**src/design/bpq_pkg.sv**
```systemverilog
// Shared types and constants for the button press / repeat / hold qualifier.
// No dependencies; used by bpq_core and the top level.
package bpq_pkg;

  localparam int SAMPLE_COUNT_DEF = 10;

  localparam logic [3:0]  VOTE_THRESHOLD_RST = 4'd5;
  localparam logic [15:0] REPEAT_DELAY_RST   = 16'd500;
  localparam logic [15:0] HOLD_TIME_RST      = 16'd1200;

  localparam int CFG_INDEX_W = 2;
  localparam int CFG_DATA_W  = 16;

  localparam logic [CFG_INDEX_W-1:0] REG_VOTE_THRESHOLD = 2'd0;
  localparam logic [CFG_INDEX_W-1:0] REG_REPEAT_DELAY   = 2'd1;
  localparam logic [CFG_INDEX_W-1:0] REG_HOLD_TIME      = 2'd2;

  typedef enum logic [1:0] {
    OP_REFRESH = 2'd0,
    OP_QUERY   = 2'd1,
    OP_HOLD    = 2'd2
  } opcode_t;

  typedef enum logic [1:0] {
    EV_NONE    = 2'd0,
    EV_PRESS   = 2'd1,
    EV_CONFIRM = 2'd2,
    EV_REFUSE  = 2'd3
  } event_t;

  typedef struct packed {
    logic [3:0]  vote_threshold;
    logic [15:0] repeat_delay_ms;
    logic [15:0] hold_time_ms;
  } cfg_t;

  // One request after voting: opcode, debounced level and timestamp.
  typedef struct packed {
    logic [1:0]  opcode;
    logic        level;
    logic [31:0] time_ms;
  } item_t;

  typedef struct packed {
    event_t ev;
    logic   busy;
  } res_t;

endpackage

```
**src/design/bpq_core.sv**
```systemverilog
// Qualifier state and per-request decision logic: edge press, auto-repeat, long hold.
// Depends on bpq_pkg.
module bpq_core (
  input  logic           clk,
  input  logic           rst,
  input  logic           advance,
  input  bpq_pkg::item_t item,
  input  bpq_pkg::cfg_t  cfg,
  output bpq_pkg::res_t  res
);

  logic        last_level,   last_level_next;
  logic        hold_latched, hold_latched_next;
  logic [31:0] press_stamp,  press_stamp_next;
  logic        hold_waiting, hold_waiting_next;
  logic [31:0] hold_start,   hold_start_next;

  logic [31:0] elapsed;
  logic [31:0] since_press;

  assign elapsed     = item.time_ms - hold_start;
  assign since_press = item.time_ms - press_stamp;

  always_comb begin
    last_level_next   = last_level;
    hold_latched_next = hold_latched;
    press_stamp_next  = press_stamp;
    hold_waiting_next = hold_waiting;
    hold_start_next   = hold_start;
    res.ev            = bpq_pkg::EV_NONE;
    res.busy          = 1'b0;

    if (hold_waiting) begin
      // opcode is ignored while a hold check waits
      if (!item.level || (elapsed >= {16'd0, cfg.hold_time_ms})) begin
        hold_waiting_next = 1'b0;
        last_level_next   = item.level;
        if (item.level) begin
          hold_latched_next = 1'b1;
          res.ev            = bpq_pkg::EV_CONFIRM;
        end else begin
          res.ev = bpq_pkg::EV_REFUSE;
        end
      end else begin
        res.busy = 1'b1;
      end
    end else begin
      unique case (bpq_pkg::opcode_t'(item.opcode))
        bpq_pkg::OP_QUERY: begin
          last_level_next = item.level;
          if (!item.level) begin
            hold_latched_next = 1'b0;
          end
          if (item.level && !last_level) begin
            press_stamp_next = item.time_ms;
            res.ev           = bpq_pkg::EV_PRESS;
          end else if (!hold_latched && item.level && last_level &&
                       (since_press > {16'd0, cfg.repeat_delay_ms})) begin
            res.ev = bpq_pkg::EV_PRESS;
          end
        end
        bpq_pkg::OP_HOLD: begin
          if (!item.level) begin
            res.ev = bpq_pkg::EV_REFUSE;
          end else begin
            hold_waiting_next = 1'b1;
            hold_start_next   = item.time_ms;
            res.busy          = 1'b1;
          end
        end
        default: begin
          // refresh, and the unused code behaves the same
          last_level_next = item.level;
        end
      endcase
    end
  end

  always_ff @(posedge clk) begin
    if (rst) begin
      last_level   <= 1'b0;
      hold_latched <= 1'b0;
      press_stamp  <= '0;
      hold_waiting <= 1'b0;
      hold_start   <= '0;
    end else if (advance) begin
      last_level   <= last_level_next;
      hold_latched <= hold_latched_next;
      press_stamp  <= press_stamp_next;
      hold_waiting <= hold_waiting_next;
      hold_start   <= hold_start_next;
    end
  end

endmodule

```
**src/design/button_press_repeat_hold_qualifier_top.sv**
```systemverilog
// Top level of the button qualifier: config registers, vote, input and result registers.
// Depends on bpq_pkg and bpq_core.
//
//   channel  direction  handshake            payload
//   in       sink       in_valid / in_stall  opcode, sample_bits, time_ms
//   out      source     out_valid/out_stall  event_res, hold_busy
//   cfg      sink       cfg_we               cfg_index, cfg_data
//
// One request per cycle sustained while out_stall is low. The vote goes into
// the input register, the decision into the result register. Reset clears
// the state and loads the register defaults. A stalled result holds the input
// register too, so in_stall follows out_stall while both registers are full.
module button_press_repeat_hold_qualifier_top #(
  parameter int SAMPLE_COUNT = bpq_pkg::SAMPLE_COUNT_DEF
) (
  input  logic                           clk,
  input  logic                           rst,
  input  logic                           cfg_we,
  input  logic [bpq_pkg::CFG_INDEX_W-1:0] cfg_index,
  input  logic [bpq_pkg::CFG_DATA_W-1:0]  cfg_data,
  input  logic                           in_valid,
  output logic                           in_stall,
  input  logic [1:0]                     opcode,
  input  logic [SAMPLE_COUNT-1:0]        sample_bits,
  input  logic [31:0]                    time_ms,
  output logic                           out_valid,
  input  logic                           out_stall,
  output logic [1:0]                     event_res,
  output logic                           hold_busy
);

  localparam int CNT_W = $clog2(SAMPLE_COUNT + 1);
  localparam int CMP_W = (CNT_W > 4) ? CNT_W : 4;

  bpq_pkg::cfg_t  cfg;
  bpq_pkg::item_t item;
  bpq_pkg::res_t  res;

  logic             item_valid;
  logic             s2_adv;
  logic             s1_adv;
  logic [CNT_W-1:0] high_count;
  logic             level;

  always_ff @(posedge clk) begin
    if (rst) begin
      cfg.vote_threshold  <= bpq_pkg::VOTE_THRESHOLD_RST;
      cfg.repeat_delay_ms <= bpq_pkg::REPEAT_DELAY_RST;
      cfg.hold_time_ms    <= bpq_pkg::HOLD_TIME_RST;
    end else if (cfg_we) begin
      unique case (cfg_index)
        bpq_pkg::REG_VOTE_THRESHOLD: cfg.vote_threshold  <= cfg_data[3:0];
        bpq_pkg::REG_REPEAT_DELAY:   cfg.repeat_delay_ms <= cfg_data;
        bpq_pkg::REG_HOLD_TIME:      cfg.hold_time_ms    <= cfg_data;
        default: ;
      endcase
    end
  end

  // count high samples
  always_comb begin
    high_count = '0;
    for (int i = 0; i < SAMPLE_COUNT; i++) begin
      high_count = high_count + CNT_W'(sample_bits[i]);
    end
  end

  assign level = CMP_W'(high_count) > CMP_W'(cfg.vote_threshold);

  assign s2_adv   = item_valid && (!out_valid || !out_stall);
  assign s1_adv   = !item_valid || s2_adv;
  assign in_stall = !s1_adv;

  always_ff @(posedge clk) begin
    if (rst) begin
      item_valid <= 1'b0;
    end else if (s1_adv) begin
      item_valid <= in_valid;
    end
  end

  always_ff @(posedge clk) begin
    if (s1_adv && in_valid) begin
      item.opcode  <= opcode;
      item.level   <= level;
      item.time_ms <= time_ms;
    end
  end

  bpq_core u_core (
    .clk     (clk),
    .rst     (rst),
    .advance (s2_adv),
    .item    (item),
    .cfg     (cfg),
    .res     (res)
  );

  always_ff @(posedge clk) begin
    if (rst) begin
      out_valid <= 1'b0;
    end else if (s2_adv) begin
      out_valid <= 1'b1;
    end else if (!out_stall) begin
      // drop a taken result
      out_valid <= 1'b0;
    end
  end

  always_ff @(posedge clk) begin
    if (s2_adv) begin
      event_res <= res.ev;
      hold_busy <= res.busy;
    end
  end

endmodule

```
**config.mk**
```make
export PLATFORM = sky130hd
export DESIGN_NAME = button_press_repeat_hold_qualifier_top
export DESIGN_NICKNAME = d
export VERILOG_FILES = /design/src/design/bpq_pkg.sv /design/src/design/bpq_core.sv /design/src/design/button_press_repeat_hold_qualifier_top.sv
export SDC_FILE = /design/constraint.sdc
export NUM_CORES = 1
export LEC_CHECK = 0
export ABC_AREA = 1
export BUFFER_PORTS_ARGS = -buffer_cell sky130_fd_sc_hd__buf_2
export CORE_UTILIZATION = 60
export DETAILED_ROUTE_END_ITERATION = 7
export PLACE_DENSITY = 0.78
export REMOVE_ABC_BUFFERS = 1
export SLEW_MARGIN = 20
export SYNTH_ARGS = -nofsm -noshare
export SYNTH_HDL_FRONTEND = slang
export SYNTH_HIERARCHICAL = 1
export SYNTH_SLANG_ARGS = --single-unit
```
**constraint.sdc**
```tcl
create_clock -name clk -period 8.7 [get_ports clk]
set_input_delay 0.435 -clock clk [delete_from_list [all_inputs] [get_ports clk]]
set_output_delay 0.435 -clock clk [all_outputs]
set_load 0.01 [all_outputs]
```
==> qor.yml, run 1 <==
status: "finished, final reports clean"
pwr-share-clk_pct: 38.0
syn_inst: 1620
track_usage_pct: 32.4
p_int_mw: 1.42
synthTopCellsByCount: "441 x nand2_1, 302 x inv_1, 142 x a21oi_1, 123 x nor2_1, 105 x dfxtp_1"
vias_per_cell: 5.50
regArea_um2: 3240
clock_latency_ns: 0.43
crit_path_end_kind: "register"
fillers: 1529
final_design_area_no_fill_um2: 11900
initial_core_util_pct: 61.8
finalNetCount: 1857
drive_above_1_share_pct: 8.80
power_switching_share_pct: 33.7
cts_sinks: 143
async_flop_share_pct: 0
synth_cell_type_count: 39
multi_input_area_um2: 6200
syn_area_per_cell_um2: 6.64
cts_setup_buffers: 0
dieArea_um2: 18500
h-tree-depth: 4
worstSetupStartpointType: "register"
power_leakage_nw: 5.92
cp.arrival_ns: 4.16
ys_warn_count: 6
synth-compound-area-share_pct: 12.3
crit_fanout: 5
portBuffers: 71
overflow: 0
setup_violations: 0
maxCapViolCount: 0
required_ns: 8.89
synth_fa_ha_area_share_pct: 13.3
holdBufCountCts: 0
io_pins: 72
cts_tree: "built"
max_freq_ghz: 0.252
grt_pass1_vias: 9656
synth.most_common_cell: "nand2_1"
p_switching_mw: 0.723
avgRoutedWirePerCell_um: 15.2
grt_pass1_wl_um: 46500
worstMarginPinSlew_ns: 1.06
clockRootBuffer: "clkbuf_16"
synth.top_cells.by_area: "dfxtp_1 20%, nand2_1 15%, ha_1 12%, edfxtp_1 11%, inv_1 11%"
postRouteAntennaNets: 0
cts_resized: 0
routabilityCongestion: 0.977
powerDensity_nw_per_um2: 180
row_count: 48
dpl_cell_area_um2: 11300
ys.flop_type: "dfxtp_1"
grt_max_degree: 67
fp.coreArea_um2: 17400
num_vias: 10558
max_slew_margin_pct: 28.8
synth-simple-area-share_pct: 29.4
path_class: "reg -> reg"
area.growth.synth_to_final_pct: 10.7
dp_hpwl_um: 22500
finalSetupTns_ns: 0
antenna_found_initial: 1
seq_area_frac_synth_pct: 30.1
cts_buffers: 17
min_path_type: "in -> reg"
synth_edf_count: 38
synth_mux_area_share_pct: 0
clk_pin_slew_ns: 0.07
die_h_um: 136
synth-seq-cells: 143
syn_area_um2: 10800
vdd_drop_max_mv: 0.135
synthXorXnorAreaFrac_pct: 2.52
clockBufferDepth: 2
combPwrFrac_pct: 27.2
first_pass_iters: 6
drv_slew: 0
final_hold_viol_count: 0
die_w_um: 136
finClkSkew_ns: 0.0167
period_share_pct: 45.6
n_antenna_cell: 0
p_seq_share_pct: 34.8
synthDominantCellAreaShare_pct: 19.5
rsz0062_at_grt: "no"
drt-initial-drc-count: 852
synth_top_family_by_area: "simple AND/OR/NAND/NOR gates"
period_needed_ns: 3.97
wl_um: 29100
drc: 0
synth_top_cell_by_area: "dfxtp_1"
critical path, stage by stage (launching register included):
cell and delay [ns]:
edfxtp_1 0.48, inv_1 0.14, fa_1 0.50, o21ai_2 0.25
nand2_1 0.09, nand2_1 0.17, nand3_1 0.09, nand2_1 0.16
xor2_1 0.23, ha_1 0.28, nand2_1 0.06, nor2_1 0.04
a211oi_1 0.21, nand3_1 0.11, nand2_1 0.12, nand3_1 0.09
nor2_1 0.11, nand3_1 0.09, nor2_1 0.10, nand2_1 0.15
nand2_1 0.09, nand2_1 0.06, nand2_1 0.05, nand2_1 0.04
routing by layer:
layer	GRT usage (%)	part of all wire [%]
met1	44.0	47
met2	51.6	44
met3	5.37	6.6
met4	11.8	2.8
met5	0	0.045
through the flow:
step                setup WS, ns  util (%)  std cells  hold WS [ns]  total power [mW]
floorplan                   5.21         -       1587         0.429              1.17
global placement            4.91      64.7       1886         0.444              1.31
detailed placement          4.78      64.7       1886         0.446              1.33
CTS                         4.75      68.4       1918         0.170              2.14
global route                4.42      68.4       1918         0.164              2.26
finish                      4.73      68.4       1918         0.176              2.15
kinds of logic (layout without fill, tap and decap cells):
| family | count (synthesis) | in the layout |
|---|---|---|
| AOI/OAI and AO/OA | 254 | 254 |
| buffers and inverters | 343 | 416 |
| and+or+nand+nor | 739 | 739 |
| adders and majority gates | 110 | 110 |
| DFF | 143 | 143 |
| xor gates and xnor gates | 31 | 31 |
cells in the final DEF (no fill, tap or decap), types with 4 or more instances in the layout:
cell type    n
a21oi_1    142
and2_1       4
buf_2       71
bufinv_16    4
clkbuf_16   17
dfxtp_1    105
edfxtp_1    38
fa_1         8
ha_1       102
inv_1      302
inv_2        8
inv_6        5
nand2_1    440
nand2_2     13
nand3_1     72
nand3_2      4
nand3b_1    16
nand4_1     35
nor2_1     123
nor2_2      12
nor3_1      12
o21a_1       4
o21ai_0     91
o21bai_1     6
xor2_1      28
cell type report:
class | count | area share [%]
Tap cell | 225 | 2.36
Timing Repair Buffer | 74 | 3.17
Clock inverter | 15 | 1.88
Clock buffer | 17 | 3.57
Sequential cell | 143 | 27.2
Inverter | 310 | 9.77
Multi-Input combinational cell | 1134 | 52.0
flip-flops by register name, indices dropped and copies added (netlist names):
register / flops
u_core/hold_latched: 1
out_valid: 1
item: 35
event_res: 2
hold_busy: 1
u_core/hold_start: 32
u_core/hold_waiting: 1
u_core/press_stamp: 32
item_valid: 1
u_core/last_level: 1
cfg: 36
path summary, 6_finish.rpt:
| path | startpoint | end | slack [ns] | cells after the start |
|---|---|---|---|---|
| worst min-delay path | opcode[1] | item[34]$_DFFE_PP_ | 0.18 | 1 |
| worst max-delay path | item[1]$_DFFE_PP_ | event_res[0]$_DFFE_PP_ | 4.73 | 23 |
| worst min register to register | u_core/hold_latched$_SDFFE_PP0P_ | u_core/hold_latched$_SDFFE_PP0P_ | 0.45 | 2 |
| worst max register to register | item[1]$_DFFE_PP_ | event_res[0]$_DFFE_PP_ | 4.73 | 23 |
power groups by stage:
stage	logic (mW)	registers (mW)	clock network, mW
after detailed placement	0.567	0.760	0
after global routing	0.661	0.751	0.850
after CTS	0.573	0.746	0.823
after floorplan	0.419	0.752	0
after global placement	0.554	0.760	0
final	0.583	0.747	0.816
Power figures use the tool's default switching activity.
==> run 2: changes to the inputs <==
--- a/config.mk
+++ b/config.mk
@@ -5,7 +5,7 @@
 export SDC_FILE = /design/constraint.sdc
 export NUM_CORES = 1
 export LEC_CHECK = 0
-export ABC_AREA = 1
+export ABC_AREA = 0
 export BUFFER_PORTS_ARGS = -buffer_cell sky130_fd_sc_hd__buf_2
 export CORE_UTILIZATION = 60
 export DETAILED_ROUTE_END_ITERATION = 7
==> constraint.sdc (replaced) <==
create_clock -name clk -period 4.1 [get_ports clk]
set_input_delay 0.205 -clock clk [delete_from_list [all_inputs] [get_ports clk]]
set_output_delay 0.205 -clock clk [all_outputs]
set_load 0.01 [all_outputs]
==> run 2 against run 1 <==
Effect of this change: clock power rose by 95%; die area fell by 6.3%; largest power group unchanged; the flow now finishes with violations (negative setup slack); sequential share of layout area fell by 0.38 points; combinational power rose by 84%; global-route usage rose by 0.091 points; first-iteration DRC count rose by 19%.
==> qor.yml, run 2 <==
wl_met2_um: 13200  # +2.8%
critPathMaxStageDelay_ns: 0.40  # -0.10 ns
final_cell_mix: "231 x nand2_1, 162 x a21oi_1, 131 x inv_1"
max_freq_ghz: 0.238  # -5.6%
worstPathBufferInverterCount: 4  # +3
portBuffers: 71  # unchanged
clockRootBuffer: "clkbuf_16"
wl_met1_um: 12200  # -9.6%
synth_top_cell_by_area: "dfxtp_1"
initial_core_util_pct: 61.2  # -0.58 points
slowest_stage: "edfxtp_1"
grt_pass1_vias: 9365  # -3.0%
ys_warn_count: 6  # unchanged
num_vias: 9766  # -7.5%
synthTopCellsByCount: "231 x nand2_1, 168 x a21oi_1, 133 x inv_1, 105 x dfxtp_1, 102 x ha_1"
cts_buffers: 17  # unchanged
clock_latency_ns: 0.43  # about the same
grt_pass1_wl_um: 44900  # -3.4%
ys.flop_type: "dfxtp_1"
worstHoldStart: "cfg_data[6]"
dr.max_layer_used: "met4"
vias_per_cell: 5.96  # +8.2%
drt-initial-drc-count: 1013  # +19%
syn_inst: 1271  # -22%
rrSetupSlack_ns: -0.10  # -4.83 ns
io_pins: 72  # unchanged
cpMostUsedCell: "inv_2"
setup_violations: 4  # +4
postRouteAntennaNets: 0  # unchanged
worstReg2RegEnd: "u_core/hold_waiting$_SDFFE_PP0P_"
crit_path_end_kind: "register"
seq_area_frac_synth_pct: 32.2  # +2.0 points
dp_hpwl_um: 19200  # -15%
cts_tree: "built"
finClkSkew_ns: 0.0130  # -0.00374 ns
synth.most_common_cell: "nand2_1"
drc: 0  # unchanged
whs_path_depth: 3  # +2
cp.arrival_ns: 4.55  # +0.39 ns
final_design_area_no_fill_um2: 12100  # +1.4%
die_h_um: 132  # -3.2%
synth_cell_type_count: 79  # +100%
fillers: 1294  # -15%
path_class: "reg -> reg"
reg_top3: "cfg (36), item (35)"
largest_reg_flops: 36  # unchanged
row_count: 47  # -2.1%
clk_pin_slew_ns: 0.06  # about the same
syn_area_um2: 10100  # -6.3%
worstSetupStartpointType: "register"
h-tree-depth: 4  # unchanged
fin_ws_ns: -0.100  # -4.83 ns
finalNetCount: 1582  # -15%
die_w_um: 132  # -3.2%
async_flop_share_pct: 0  # unchanged
synth-seq-cells: 143  # unchanged
worstMarginPinSlew_ns: 0.929  # -0.135 ns
fp.coreArea_um2: 16500  # -5.5%
avgRoutedWirePerCell_um: 17.1  # +13%
grt_max_degree: 81  # +21%
crit_chain: "inv_2 > ha_4 > inv_2 > fa_2 > a211oi_4 > nor4b_4 > buf_4 > o21ai_0 > nand2_1 > xor2_1 > ha_1 > a211oi_2 > nor2_1 > a2111oi_2 > o211ai_1 > nor4_1 > nand3_1 > nor4_2 > nand4_1 > buf_6 > a211o_1 > o21ai_2"
first_pass_iters: 6  # unchanged
drive_above_1_share_pct: 16.1  # +7.3 points
final_common_cell: "nand2_1"
vdd_drop_max_mv: 0.318  # +140%
required_ns: 4.45  # -4.44 ns
crit_fanout: 4  # -1
drv_slew: 0  # unchanged
rsz0062_at_grt: "yes"
final_hold_viol_count: 0  # unchanged
track_usage_pct: 32.5  # +0.091 points
timing.hold.ws_ns: 0.0114  # -0.164 ns
wl_met3_um: 1810  # -4.9%
synthDominantCellAreaShare_pct: 20.9  # +1.3 points
cts_sinks: 143  # unchanged
period_share_pct: 102  # +57 points
synth.top_cells.by_area: "dfxtp_1 21%, ha_1 13%, edfxtp_1 11%, nand2_1 8.6%, a21oi_1 8.3%"
finalSetupTns_ns: -0.260  # -0.260 ns
powerDensity_nw_per_um2: 351  # +95%
syn_area_per_cell_um2: 7.93  # +19%
reg2reg_depth: 22  # -4.3%
max_slew_margin_pct: 38.0  # +9.2 points
min_to: "cfg[22]$_SDFFE_PP1P_"
antenna_found_initial: 0  # -1
power_leakage_nw: 4.76  # -20%
maxCapViolCount: 0  # unchanged
wl_um: 28000  # -3.6%
violations: "negative setup slack"
rr_startpoint: "item[0]$_DFFE_PP_"
period_needed_ns: 4.20  # +0.234 ns
synth_edf_count: 38  # unchanged
dieArea_um2: 17300  # -6.3%
routabilityCongestion: 0.925  # -5.4%
dpl_cell_area_um2: 10800  # -3.7%
clockBufferDepth: 2  # unchanged
area.growth.synth_to_final_pct: 19.8
cpLargestDelayFamily: "compound AO/OA/AOI/OAI gates"
overflow: 0  # unchanged
status: "complete, but fails checks"
min_path_type: "in -> reg"
top_register: "cfg"
-- run 2: cell types whose count changed after synthesis, moves of 13 or more --
cell,change
nor3_1,+13
a21o_1,+19
a21oi_1,+26
nor2_1,-72
nand2_1,-210
nand3_1,-60
mux2i_1,+13
inv_1,-169
o21ai_0,-40
nor2b_1,+13
clkbuf_1,+17
xnor2_1,+19
-- run 2: layout make-up --
type | count | area, um2 | share of cell area, %
Antenna cell | 1 | 2.50 | 0.0207
Clock buffer | 23 | 489 | 4.05
Clock inverter | 9 | 106 | 0.880
Inverter | 133 | 499 | 4.13
Multi-Input combinational cell | 940 | 6260 | 51.9
Sequential cell | 143 | 3240 | 26.8
Tap cell | 220 | 275 | 2.28
Timing Repair Buffer | 170 | 1200 | 9.93
-- run 2: worst max path at each step --
stage / cells after the start / endpoint / from / slack [ns]
4_1_cts: 22 / u_core/hold_waiting$_SDFFE_PP0P_ / item[0]$_DFFE_PP_ / -0.05
2_1_floorplan: 21 / u_core/hold_waiting$_SDFFE_PP0P_ / item[0]$_DFFE_PP_ / 0.17
6_report: 22 / u_core/hold_waiting$_SDFFE_PP0P_ / item[0]$_DFFE_PP_ / -0.10
3_5_place_dp: 22 / event_res[1]$_DFFE_PP_ / item[0]$_DFFE_PP_ / -0.22
5_1_grt: 21 / u_core/hold_waiting$_SDFFE_PP0P_ / item[4]$_DFFE_PP_ / -0.34
3_3_place_gp: 22 / u_core/hold_waiting$_SDFFE_PP0P_ / item[0]$_DFFE_PP_ / -0.08
-- run 2: tightest hold or removal path: cells and delay by family --
family,cells,cell delay [ns]
buf+inv,1,0.09
simple gates,2,0.11
-- run 2: repair_timing --
item                                    in CTS  in global routing
gates resized for setup                     17                 34
endpoints found under the setup margin       6                  6
hold buffers                                35                  0
pin swaps                                    6                 24
hold endpoints to repair                    35                  0
setup buffers                                6                  7
-- run 2: report_power, final --
group	leakage (nW)	total, mW	internal (mW)	switching, mW
combinational	3.24	1.07	0.463	0.609
clock	0.297	1.59	0.966	0.628
sequential	1.22	1.58	1.52	0.0597
-- run 2: routing by layer --
metal | global-route usage, % | up-vias
met2 | 53.6 | 422
li1 | - | 4709
met5 | 0 | -
met3 | 5.02 | 68
met4 | 13.4 | 0
met1 | 42.3 | 4567
-- run 2: logic make-up after synthesis --
group | share of synthesized area [%]
muxes | 1.63
adders and majority gates | 14.2
DFF | 32.2
and+or+nand+nor | 18.8
xor gates and xnor gates | 3.39
AOI/OAI and AO/OA | 22.2
buffers and inverters | 7.51
-- run 2: stage by stage --
stage / setup slack (ns) / utilization (%) / std cells / power [mW]
2_1_floorplan: 0.166 / - / 1216 / 2.25
3_3_place_gp: -0.0783 / 65.9 / 1558 / 2.53
3_5_place_dp: -0.215 / 65.9 / 1558 / 2.55
4_1_cts: -0.0473 / 72.3 / 1631 / 4.18
5_1_grt: -0.336 / 73.3 / 1638 / 4.42
6_report: -0.100 / 73.4 / 1639 / 4.24
